`src/rtl/core/dspm_pkg.sv`:
```
// Shared types and constants for the dot-star pattern matcher.
package dspm_pkg;

	localparam logic [1:0] ACT_LOAD  = 2'd0;
	localparam logic [1:0] ACT_START = 2'd1;
	localparam logic [1:0] ACT_TEXT  = 2'd2;

	localparam logic [7:0] STAR_BYTE = 8'h2A;
	localparam logic [7:0] ANY_BYTE  = 8'h2E;

	typedef struct packed {
		logic       load;
		logic       start;
		logic       text;
		logic [7:0] symbol;
	} cmd_t;

endpackage

```
`src/rtl/core/dspm_units.sv`:
```
// Pattern unit store: unit bytes, repeat flags, unit count and overflow flag.
module dspm_units #(
	parameter int MAX_UNITS = 32
) (
	input  logic                          clk,
	input  logic                          arst_n,
	input  dspm_pkg::cmd_t                cmd,
	output logic [MAX_UNITS-1:0][7:0]     unit_byte,
	output logic [MAX_UNITS-1:0]          unit_repeat,
	output logic [$clog2(MAX_UNITS+1)-1:0] unit_count,
	output logic                          overflow_seen
);
	import dspm_pkg::*;

	localparam int CW = $clog2(MAX_UNITS + 1);

	logic [MAX_UNITS-1:0][7:0] unit_byte_q;
	logic [MAX_UNITS-1:0]      unit_repeat_q;
	logic [CW-1:0]             unit_count_q;
	logic                      overflow_q;
	logic                      text_phase_q;

	logic [CW-1:0] eff_count;
	logic          eff_ovf;
	logic          last_rep;
	logic          star_ext;
	logic          full;
	logic          wr_lit;
	logic          set_star;
	logic          set_ovf;

	// The first pattern byte after any start or text clears the old pattern.
	always_comb begin
		eff_count = text_phase_q ? '0 : unit_count_q;
		eff_ovf   = !text_phase_q && overflow_q;
		last_rep  = 1'b0;
		for (int i = 0; i < MAX_UNITS; i++) begin
			if (eff_count == CW'(i + 1)) begin
				last_rep = unit_repeat_q[i];
			end
		end
		star_ext = (cmd.symbol == STAR_BYTE) && (eff_count != '0) && !last_rep;
		full     = eff_count >= CW'(MAX_UNITS);
		wr_lit   = cmd.load && !eff_ovf && !star_ext && !full;
		set_star = cmd.load && !eff_ovf && star_ext;
		set_ovf  = cmd.load && !eff_ovf && !star_ext && full;
	end

	always_ff @(posedge clk or negedge arst_n) begin
		if (!arst_n) begin
			unit_count_q <= '0;
			overflow_q   <= 1'b0;
			text_phase_q <= 1'b0;
		end else if (cmd.load) begin
			text_phase_q <= 1'b0;
			unit_count_q <= wr_lit ? eff_count + CW'(1) : eff_count;
			overflow_q   <= eff_ovf || set_ovf;
		end else if (cmd.start || cmd.text) begin
			text_phase_q <= 1'b1;
		end
	end

	always_ff @(posedge clk) begin
		for (int i = 0; i < MAX_UNITS; i++) begin
			if (wr_lit && eff_count == CW'(i)) begin
				unit_byte_q[i]   <= cmd.symbol;
				unit_repeat_q[i] <= 1'b0;
			end
			if (set_star && eff_count == CW'(i + 1)) begin
				unit_repeat_q[i] <= 1'b1;
			end
		end
	end

	assign unit_byte     = unit_byte_q;
	assign unit_repeat   = unit_repeat_q;
	assign unit_count    = unit_count_q;
	assign overflow_seen = overflow_q;

endmodule

```
`src/rtl/core/dspm_nfa.sv`:
```
// Active-position vector with repeat closure and one-byte advance.
module dspm_nfa #(
	parameter int MAX_UNITS = 32
) (
	input  logic                           clk,
	input  logic                           arst_n,
	input  dspm_pkg::cmd_t                 cmd,
	input  logic [MAX_UNITS-1:0][7:0]      unit_byte,
	input  logic [MAX_UNITS-1:0]           unit_repeat,
	input  logic [$clog2(MAX_UNITS+1)-1:0] unit_count,
	output logic                           match
);
	import dspm_pkg::*;

	localparam int CW = $clog2(MAX_UNITS + 1);
	localparam int PW = MAX_UNITS + 1;

	logic [PW-1:0]        active_q;
	logic [MAX_UNITS-1:0] live;
	logic [MAX_UNITS-1:0] hit;
	logic [PW-1:0]        src;
	logic [PW-1:0]        c1;
	logic [PW-1:0]        adv;
	logic [PW-1:0]        c2;
	logic [PW-1:0]        nxt;

	always_comb begin
		for (int i = 0; i < MAX_UNITS; i++) begin
			live[i] = CW'(i) < unit_count;
		end
		src = cmd.start ? PW'(1) : active_q;

		// A live position on a repeatable unit may also skip past it.
		c1 = src;
		for (int i = 0; i < MAX_UNITS; i++) begin
			if (c1[i] && unit_repeat[i] && live[i]) begin
				c1[i + 1] = 1'b1;
			end
		end

		adv = '0;
		for (int i = 0; i < MAX_UNITS; i++) begin
			hit[i] = c1[i] && live[i] &&
				(unit_byte[i] == ANY_BYTE || unit_byte[i] == cmd.symbol);
			if (hit[i]) begin
				if (unit_repeat[i]) begin
					adv[i] = 1'b1;
				end else begin
					adv[i + 1] = 1'b1;
				end
			end
		end

		c2 = adv;
		for (int i = 0; i < MAX_UNITS; i++) begin
			if (c2[i] && unit_repeat[i] && live[i]) begin
				c2[i + 1] = 1'b1;
			end
		end

		nxt   = cmd.start ? c1 : c2;
		match = nxt[unit_count];
	end

	always_ff @(posedge clk or negedge arst_n) begin
		if (!arst_n) begin
			active_q <= PW'(1);
		end else if (cmd.load) begin
			active_q <= PW'(1);
		end else if (cmd.start || cmd.text) begin
			active_q <= nxt;
		end
	end

endmodule

```
`src/rtl/core/dot_star_pattern_matcher.sv`:
```
// Top level of the dot-star pattern matcher: input stage, unit store, matcher, result register.
// A start or text transaction is registered in the input stage, then its result in the result
// register. Throughput: one transaction per cycle while the result register is free; the cycle holds the
// repeat closure chain over all unit positions, twice, around the one-byte advance. Pattern
// bytes and unused codes give no result.
// Reset (arst_n low, asynchronous) empties the pattern, clears the overflow flag,
// sets the active positions to position zero and drops any pending transaction.
module dot_star_pattern_matcher #(
	parameter int MAX_UNITS = 32
) (
	input  logic       clk,
	input  logic       arst_n,
	input  logic       in_valid,
	output logic       in_ready,
	input  logic [1:0] action,
	input  logic [7:0] symbol,
	output logic       out_valid,
	input  logic       out_ready,
	output logic       matched,
	output logic       pattern_overflow
);
	import dspm_pkg::*;

	localparam int CW = $clog2(MAX_UNITS + 1);

	logic       valid_s1;
	logic [1:0] action_s1;
	logic [7:0] symbol_s1;

	logic out_valid_q;
	logic matched_q;
	logic overflow_q;

	logic emits;
	logic out_free;
	logic fire_s1;
	cmd_t cmd;

	logic [MAX_UNITS-1:0][7:0] unit_byte;
	logic [MAX_UNITS-1:0]      unit_repeat;
	logic [CW-1:0]             unit_count;
	logic                      overflow_seen;
	logic                      match;

	always_comb begin
		emits      = valid_s1 && (action_s1 == ACT_START || action_s1 == ACT_TEXT);
		out_free   = !out_valid_q || out_ready;
		fire_s1    = valid_s1 && (!emits || out_free);
		in_ready   = !valid_s1 || fire_s1;
		cmd.load   = fire_s1 && action_s1 == ACT_LOAD;
		cmd.start  = fire_s1 && action_s1 == ACT_START;
		cmd.text   = fire_s1 && action_s1 == ACT_TEXT;
		cmd.symbol = symbol_s1;
	end

	always_ff @(posedge clk or negedge arst_n) begin
		if (!arst_n) begin
			valid_s1 <= 1'b0;
		end else if (in_ready) begin
			valid_s1 <= in_valid;
		end
	end

	always_ff @(posedge clk) begin
		if (in_valid && in_ready) begin
			action_s1 <= action;
			symbol_s1 <= symbol;
		end
	end

	always_ff @(posedge clk or negedge arst_n) begin
		if (!arst_n) begin
			out_valid_q <= 1'b0;
		end else if (fire_s1 && emits) begin
			out_valid_q <= 1'b1;
		end else if (out_ready) begin
			out_valid_q <= 1'b0;
		end
	end

	// Start and text leave the overflow flag unchanged, so its current value is reported.
	always_ff @(posedge clk) begin
		if (fire_s1 && emits) begin
			matched_q  <= match;
			overflow_q <= overflow_seen;
		end
	end

	dspm_units #(
		.MAX_UNITS(MAX_UNITS)
	) u_units (
		.clk          (clk),
		.arst_n       (arst_n),
		.cmd          (cmd),
		.unit_byte    (unit_byte),
		.unit_repeat  (unit_repeat),
		.unit_count   (unit_count),
		.overflow_seen(overflow_seen)
	);

	dspm_nfa #(
		.MAX_UNITS(MAX_UNITS)
	) u_nfa (
		.clk        (clk),
		.arst_n     (arst_n),
		.cmd        (cmd),
		.unit_byte  (unit_byte),
		.unit_repeat(unit_repeat),
		.unit_count (unit_count),
		.match      (match)
	);

	assign out_valid        = out_valid_q;
	assign matched          = matched_q;
	assign pattern_overflow = overflow_q;

endmodule

```
`config.mk`:
```
export PLATFORM = sky130hd
export DESIGN_NAME = dot_star_pattern_matcher
export DESIGN_NICKNAME = d
export VERILOG_FILES = /design/src/rtl/core/dspm_pkg.sv /design/src/rtl/core/dspm_units.sv /design/src/rtl/core/dspm_nfa.sv /design/src/rtl/core/dot_star_pattern_matcher.sv
export SDC_FILE = /design/constraint.sdc
export NUM_CORES = 1
export LEC_CHECK = 0
export BUFFER_PORTS_ARGS = -buffer_cell sky130_fd_sc_hd__buf_2
export CORE_MARGIN = 5
export CORE_UTILIZATION = 65
export CTS_CLUSTER_SIZE = 28
export DETAILED_ROUTE_END_ITERATION = 8
export PLACE_DENSITY = 0.81
export SYNTH_ARGS = -nofsm -noshare
export SYNTH_HDL_FRONTEND = slang
export SYNTH_SLANG_ARGS = --single-unit
```
`constraint.sdc`:
```
create_clock -name clk -period 6.9 [get_ports clk]
set_input_delay 1.035 -clock clk [delete_from_list [all_inputs] [get_ports clk]]
set_output_delay 1.035 -clock clk [all_outputs]
set_load 0.01 [all_outputs]
```
; ---- Word-level counts from Yosys, hierarchy flattened
; Index checks and enable logic that the tools add are counted.
[word_totals]
ff_bits = 343
in_bits = 14
output_inout_bits = 4
word_cells = 734
[classes]
n_addsub = 1
order_cmp = 34
eq_ne = 99
n_mux = 204
n_reduce_logical = 322
[op_table]
columns = op, count
row1 = $logic_and 1x1->1, 271
row2 = $eq 8x6->1 const B, 33
row3 = $eq 8x8->1, 32
row4 = $mux 1, 165
row5 = $mux 33, 4
row6 = $eq 6x5->1 const B, 16
row7 = $lt 5x6->1 const A, 16
row8 = $mux 2, 32
row9 = $eq 6x4->1 const B, 8
row10 = $lt 4x6->1 const A, 8
row11 = $logic_or 1x1->1, 38
row12 = $eq 6x3->1 const B, 4
row13 = $lt 3x6->1 const A, 4
row14 = $eq 6x2->1 const B, 2
row15 = $lt 1x6->1 const A, 2
row16 = $lt 2x6->1 const A, 2
row17 = $mux 6, 2
row18 = $logic_not 1->1, 8
row19 = $lt 6x7->1 const B, 1
row20 = $add 6x1->6 const B, 1
row21 = $bmux 1 s6, 1
row22 = $eq 6x1->1 const B, 1
row23 = $eq 6x6->1 const B, 1
row24 = $ge 6x6->1 const B, 1
row25 = 6 further kinds, 7

; ---- Depth between registers and ports, before layout
[depth]
depth_word = 111
mapped_depth = 22
depth_no_buf = 19

; ---- Hierarchy
; From an unflattened synthesis, not the netlist that was laid out.
[hier_totals]
cells_unflattened = 1842
hier_area_um2 = 19446.2
[modules_own_cells]
columns = module, n_inst, cells_per_inst, area_each_um2
row1 = dspm_units, 1, 576, 10143.5
row2 = dspm_nfa, 1, 1235, 8772.2
row3 = dot_star_pattern_matcher, 1, 31, 530.5

; ---- Worst setup path before layout
; OpenSTA, ideal clock, no wires.
[synth_timing]
kind = input to register
start = in out_ready
end = reg matched_q (netlist: matched), data pin
arrival_ns = 4.208
required_ns = 6.625
setup_slack_ns = 2.417
path_stages = 16
n_path_buf = 1
cell_sequence = nor2b_1 > a311o_1 > and2_0 > clkbuf_4 > nor4_1 > o2111a_1 > a211o_1 > nand3_2 > o311ai_4 > a211o_2 > a311o_1 > o31ai_1 > nor4_1 > a211o_1 > o41ai_2 > o311ai_1
[synth_between]
elab_chain_len = 108
word_cells_on_any_way = 327
[synth_rtl]
columns = element, line_no
row1 = start: declaration, dot_star_pattern_matcher.sv:18  ; input logic out_ready,
row2 = $logic_or 1x1->1 *, dot_star_pattern_matcher.sv:47  ; out_free = !out_valid_q || out_ready;
row3 = $logic_or 1x1->1 *, dot_star_pattern_matcher.sv:48  ; fire_s1 = valid_s1 && (!emits || out_free);
row4 = $logic_and 1x1->1 *, dot_star_pattern_matcher.sv:48
row5 = $logic_and 1x1->1 *, dot_star_pattern_matcher.sv:51  ; cmd.start = fire_s1 && action_s1 == ACT_START;
row6 = $mux 33, dspm_nfa.sv:31  ; src = cmd.start ? PW'(1) : active_q;
row7 = $logic_and 1x1->1 (2 in a row), dspm_nfa.sv:36  ; if (c1[i] && unit_repeat[i] && live[i]) begin
row8 = $mux 1, dspm_nfa.sv:36
row9 = "$logic_and 1x1->1, on equally long branches (2 in a row)", "dspm_nfa.sv:36, dspm_nfa.sv:43"
row10 = (+90 left out), -
row11 = $logic_and 1x1->1 / $mux 2 (equally long branches), "dspm_nfa.sv:56, dspm_nfa.sv:45"
row12 = $mux 1, dspm_nfa.sv:56  ; if (c2[i] && unit_repeat[i] && live[i]) begin
row13 = $logic_and 1x1->1 (2 in a row), dspm_nfa.sv:56
row14 = $mux 1, dspm_nfa.sv:56
row15 = $mux 33 *, dspm_nfa.sv:61  ; nxt = cmd.start ? c1 : c2;
row16 = $bmux 1 s6 *, dspm_nfa.sv:62  ; match = nxt[unit_count];
row17 = $mux 1 (implied by the code) *, dspm_nfa.sv:62
row18 = via match, dot_star_pattern_matcher.sv:43  ; logic match;
row19 = end signal: assignment, dot_star_pattern_matcher.sv:84  ; matched_q <= match;
row20 = end: declaration, dot_star_pattern_matcher.sv:31  ; logic matched_q;
; The timed path passes the listed nets; every way through them passes the cells marked *. The select of a mux whose other input is x is not followed.
; A chain may end at the register's enable or synchronous reset.

; ---- Worst setup path in the final report
[layout_timing]
start = reg u_units.text_phase_q
end = reg u_units.unit_byte_q (netlist bit u_units.unit_byte[181]) (enable)
[layout_between]
elab_chain_len = 40
word_cells_on_any_way = 79
[layout_rtl]
columns = element, line_no
row1 = start: declaration, dspm_units.sv:21  ; logic text_phase_q;
row2 = start signal: assignment, dspm_units.sv:53  ; text_phase_q <= 1'b0;
row3 = start signal: assignment, dspm_units.sv:55  ; text_phase_q <= 1'b0;
row4 = start signal: assignment, dspm_units.sv:59  ; text_phase_q <= 1'b1;
row5 = $mux 6, dspm_units.sv:34  ; eff_count = text_phase_q ? '0 : unit_count_q;
row6 = $eq 6x1->1, dspm_units.sv:38  ; if (eff_count == CW'(i + 1)) begin
row7 = $mux 1 (32 in a row), dspm_units.sv:38
row8 = $logic_not 1->1, dspm_units.sv:42  ; star_ext = (cmd.symbol == STAR_BYTE) && (eff_count != '0) && !last_rep;
row9 = $logic_and 1x1->1, dspm_units.sv:42
row10 = $logic_not 1->1, dspm_units.sv:44  ; wr_lit = cmd.load && !eff_ovf && !star_ext && !full;
row11 = $logic_and 1x1->1 (2 in a row), dspm_units.sv:44
row12 = $logic_and 1x1->1 *, dspm_units.sv:65  ; if (wr_lit && eff_count == CW'(i)) begin
row13 = end signal: indexed assignment, dspm_units.sv:66  ; unit_byte_q[i] <= cmd.symbol;
row14 = end: declaration, dspm_units.sv:17  ; logic [MAX_UNITS-1:0][7:0] unit_byte_q;
; Every way passes the cells marked *; elsewhere a longest branch is shown, timed or not.

==> results.toml <==
[synth]
synth-seq-area-share = 0.510
synth.largest_area_cell = "edfxtp_1"
synth_edf_count = 268
synth_top_cell_area_share = 0.421
syn-num-nets = 1810
ys_types = 117
syn_area_um2 = 19100
syn_inst = 1789
ys_ff_latch = 342
synth_warnings = 0
synth.area.top_cells = "edfxtp_1 42%, xor2_1 6.2%, xnor2_1 5.5%, dfrtp_1 5.4%, dfxtp_1 3.4%"
async_reset_ff_frac = 0.123
syn_area_per_cell_um2 = 10.7
synth_flop_cell = "edfxtp_1"

[place]
hpwl_um = 35200
port_buffers = 17
place_congestion = 1.04

[grt]
grt-ovfl-total = 0
grt_max_degree = 67
antenna_found_initial = 1
grt_pass1_vias = 14600
grt_pass1_wl_um = 81500
grt_use_total = 0.308

[final_layout]
nFillCells = 2073
nNetsFinal = 1792
regArea_um2 = 9740
antenna_cells = 0
syn_to_final_growth_pct = 7.62
multiInputGateArea_um2 = 8670
drive_gt1_frac = 0.0929
utilization = 0.713

[cts]
clkSinkCount = 342
post-cts-setup-buffers = 0
root_buffer = "clkbuf_16"
cts_buffers = 36
h-tree-depth = 2
cts_resized = 0
clk_path_buf_depth = 3
clock_latency_ns = 0.55
tritoncts = "done"
holdBufCountCts = 0
cts.clk_slew.worst_paths_ns = 0.06

[routing]
post_drt_wl_per_cell_um = 23.8
drtIter0Drc = 1822
drc_errors = 0
dr.pass1.iters = 8
antenna_left = 0
vias = 15000
finalWirelength_um = 51900
vias_per_cell = 6.86

[hold_path]
hp-class = "reg2reg"

[sta]
tightest_slew_ns = 1.11
tns_ns = 0
hold_violations = 0
setup_viol = 0
whs_ns = 0.488
period_needed_ns = 6.17
rsz0062_at_grt = "false"
fin_worst_skew_ns = 0.0206
timing.fmax_mhz = 162
min_period_over_period = 0.895
slew_headroom = 0.262
final_max_slew_viol_count = 0

[worst_setup_path]
worstPathMaxFanout = 21
crit_chain = "inv_1 -> nand2_1 -> ha_1 -> nor2_1 -> a221oi_1 -> o22a_1 -> o22ai_1 -> a311o_1 -> a21o_1 -> a31oi_1 -> o22ai_1 -> a41oi_1 -> and3_1 -> nand2_1 -> nor2_1"
slowest_delay_ns = 0.81
cp-end-kind = "register"
startpoint_type = "register"
arrival_ns = 6.34
crit_required_ns = 7.06
path_class = "reg2reg"
cp_slowest_cell = "dfrtp_1"

[pwr]
vdd_drop_max_uv = 270
leakage_nw = 6.99
cellPowerDensity_nw_per_um2 = 239

[floorplan]
fp.dieH_um = 181
start_util = 0.662
ios = 18
row_count = 62
dieWidth_um = 181
core-area_um2 = 28900
die_area_um2 = 32900

[outcome]
status = "complete, no violations"

[job]
maxCapViolCount = 0
==> logic make-up after synthesis <==
family,count (synthesis),synth area share
flip-flops,342,0.510
multiplexers,3,0.00229
buffers and inverters,138,0.0374
adder cells (fa/ha/maj),7,0.00458
AO/OA/AOI/OAI,466,0.166
AND/OR/NAND/NOR,577,0.163
XOR/XNOR,256,0.117
==> final timing paths <==
kind / from / endpoint / slack [ns] / depth (start not counted)
max: u_units.text_phase_q / u_units.unit_byte[181] / 0.73 / 15
min: u_nfa.active_q[14] / u_nfa.active_q[14] / 0.49 / 2
max reg2reg: u_units.text_phase_q / u_units.unit_byte[181] / 0.73 / 15
min reg2reg: u_nfa.active_q[14] / u_nfa.active_q[14] / 0.49 / 2
max in group asynchronous: arst_n / out_valid / 5.52 / 1
min in group asynchronous: arst_n / u_nfa.active_q[22] / 0.71 / 1
==> worst max-delay path: cells and delay by family (launching register included) <==
kind / cells / cell delay [ns]
and+or+nand+nor: 5 / 2.02
AOI/OAI and AO/OA: 8 / 1.98
adders and majority gates: 1 / 0.70
buffers and inverters: 1 / 0.26
DFF: 1 / 0.81
==> state kept, by name, summed over array words and instances (netlist names), 2 cells and up <==
register and count:
action_s1 2, u_units.unit_count 6, u_units.unit_repeat 32, symbol_s1 8
u_units.unit_byte 256, u_nfa.active_q 32
==> synth_stat cells, drive strengths merged (18+ instances only) <==
cell / number
edfxtp: 268
nand4b: 26
dfrtp: 41
inv: 31
o211ai: 18
dfxtp: 32
nor4: 56
and2: 19
nand2b: 24
buf: 46
nor2: 119
nand3: 40
xnor2: 120
o22ai: 34
nand2: 136
a31oi: 22
o21ai: 130
xor2: 136
a21o: 19
clkbuf: 58
nor3: 28
a21oi: 88
nand4: 44
==> final cells by class <==
type | count | area share
multi-input combinational | 1309 | 0.421
clock buffer | 44 | 0.0453
timing repair buffer | 50 | 0.0192
tap | 384 | 0.0234
clock inverter | 20 | 0.0114
sequential | 342 | 0.474
inverter | 32 | 0.00584
==> stage by stage <==
stage	instance area [um^2]	cells	power (mW)	worst slack (ns)
6_report	20600	2181	4.91	0.726
5_1_grt	20600	2181	5.08	0.524
4_1_cts	20600	2181	4.91	1.01
3_5_place_dp	19400	2117	3.03	1.11
3_3_place_gp	19400	2117	3.01	1.35
2_1_floorplan	19100	1789	2.84	2.42
==> routing by layer <==
metal | vias to the layer above | wire length [um] | GRT usage | share of wire
met5 | - | 7 | 0 | 0.00013
met4 | 2 | 2820 | 0.143 | 0.054
met3 | 180 | 4460 | 0.0478 | 0.086
met2 | 857 | 24300 | 0.498 | 0.47
met1 | 7221 | 20300 | 0.412 | 0.39
li1 | 6701 | - | - | -
==> power by group <==
group	internal [mW]	switching [mW]	total [mW]	leakage (nW)
registers	2.27	0.0920	2.36	3.24
logic	0.220	0.432	0.652	3.19
clock network	1.09	0.811	1.90	0.552
==> cells in the final DEF, fill, tap and decap left out, types with 13 or more instances in the layout <==
| cell | count |
|---|---|
| edfxtp_1 | 268 |
| xor2_1 | 136 |
| nand2_1 | 135 |
| o21ai_0 | 122 |
| xnor2_1 | 120 |
| nor2_1 | 118 |
| a21oi_1 | 85 |
| nor4_1 | 55 |
| nand4_1 | 44 |
| dfrtp_1 | 41 |
| nand3_1 | 38 |
| clkbuf_16 | 36 |
| o22ai_1 | 34 |
| dfxtp_1 | 32 |
| inv_1 | 31 |
| buf_4 | 28 |
| nor3_1 | 26 |
| nand4b_1 | 26 |
| nand2b_1 | 24 |
| a31oi_1 | 20 |
| a21o_1 | 17 |
| o21a_1 | 17 |
| buf_2 | 17 |
| and3_1 | 16 |
| a211oi_1 | 16 |
| o211ai_1 | 15 |
| nor2b_1 | 14 |
| and2_1 | 13 |
Note: power is estimated with default switching activity, not from simulation.
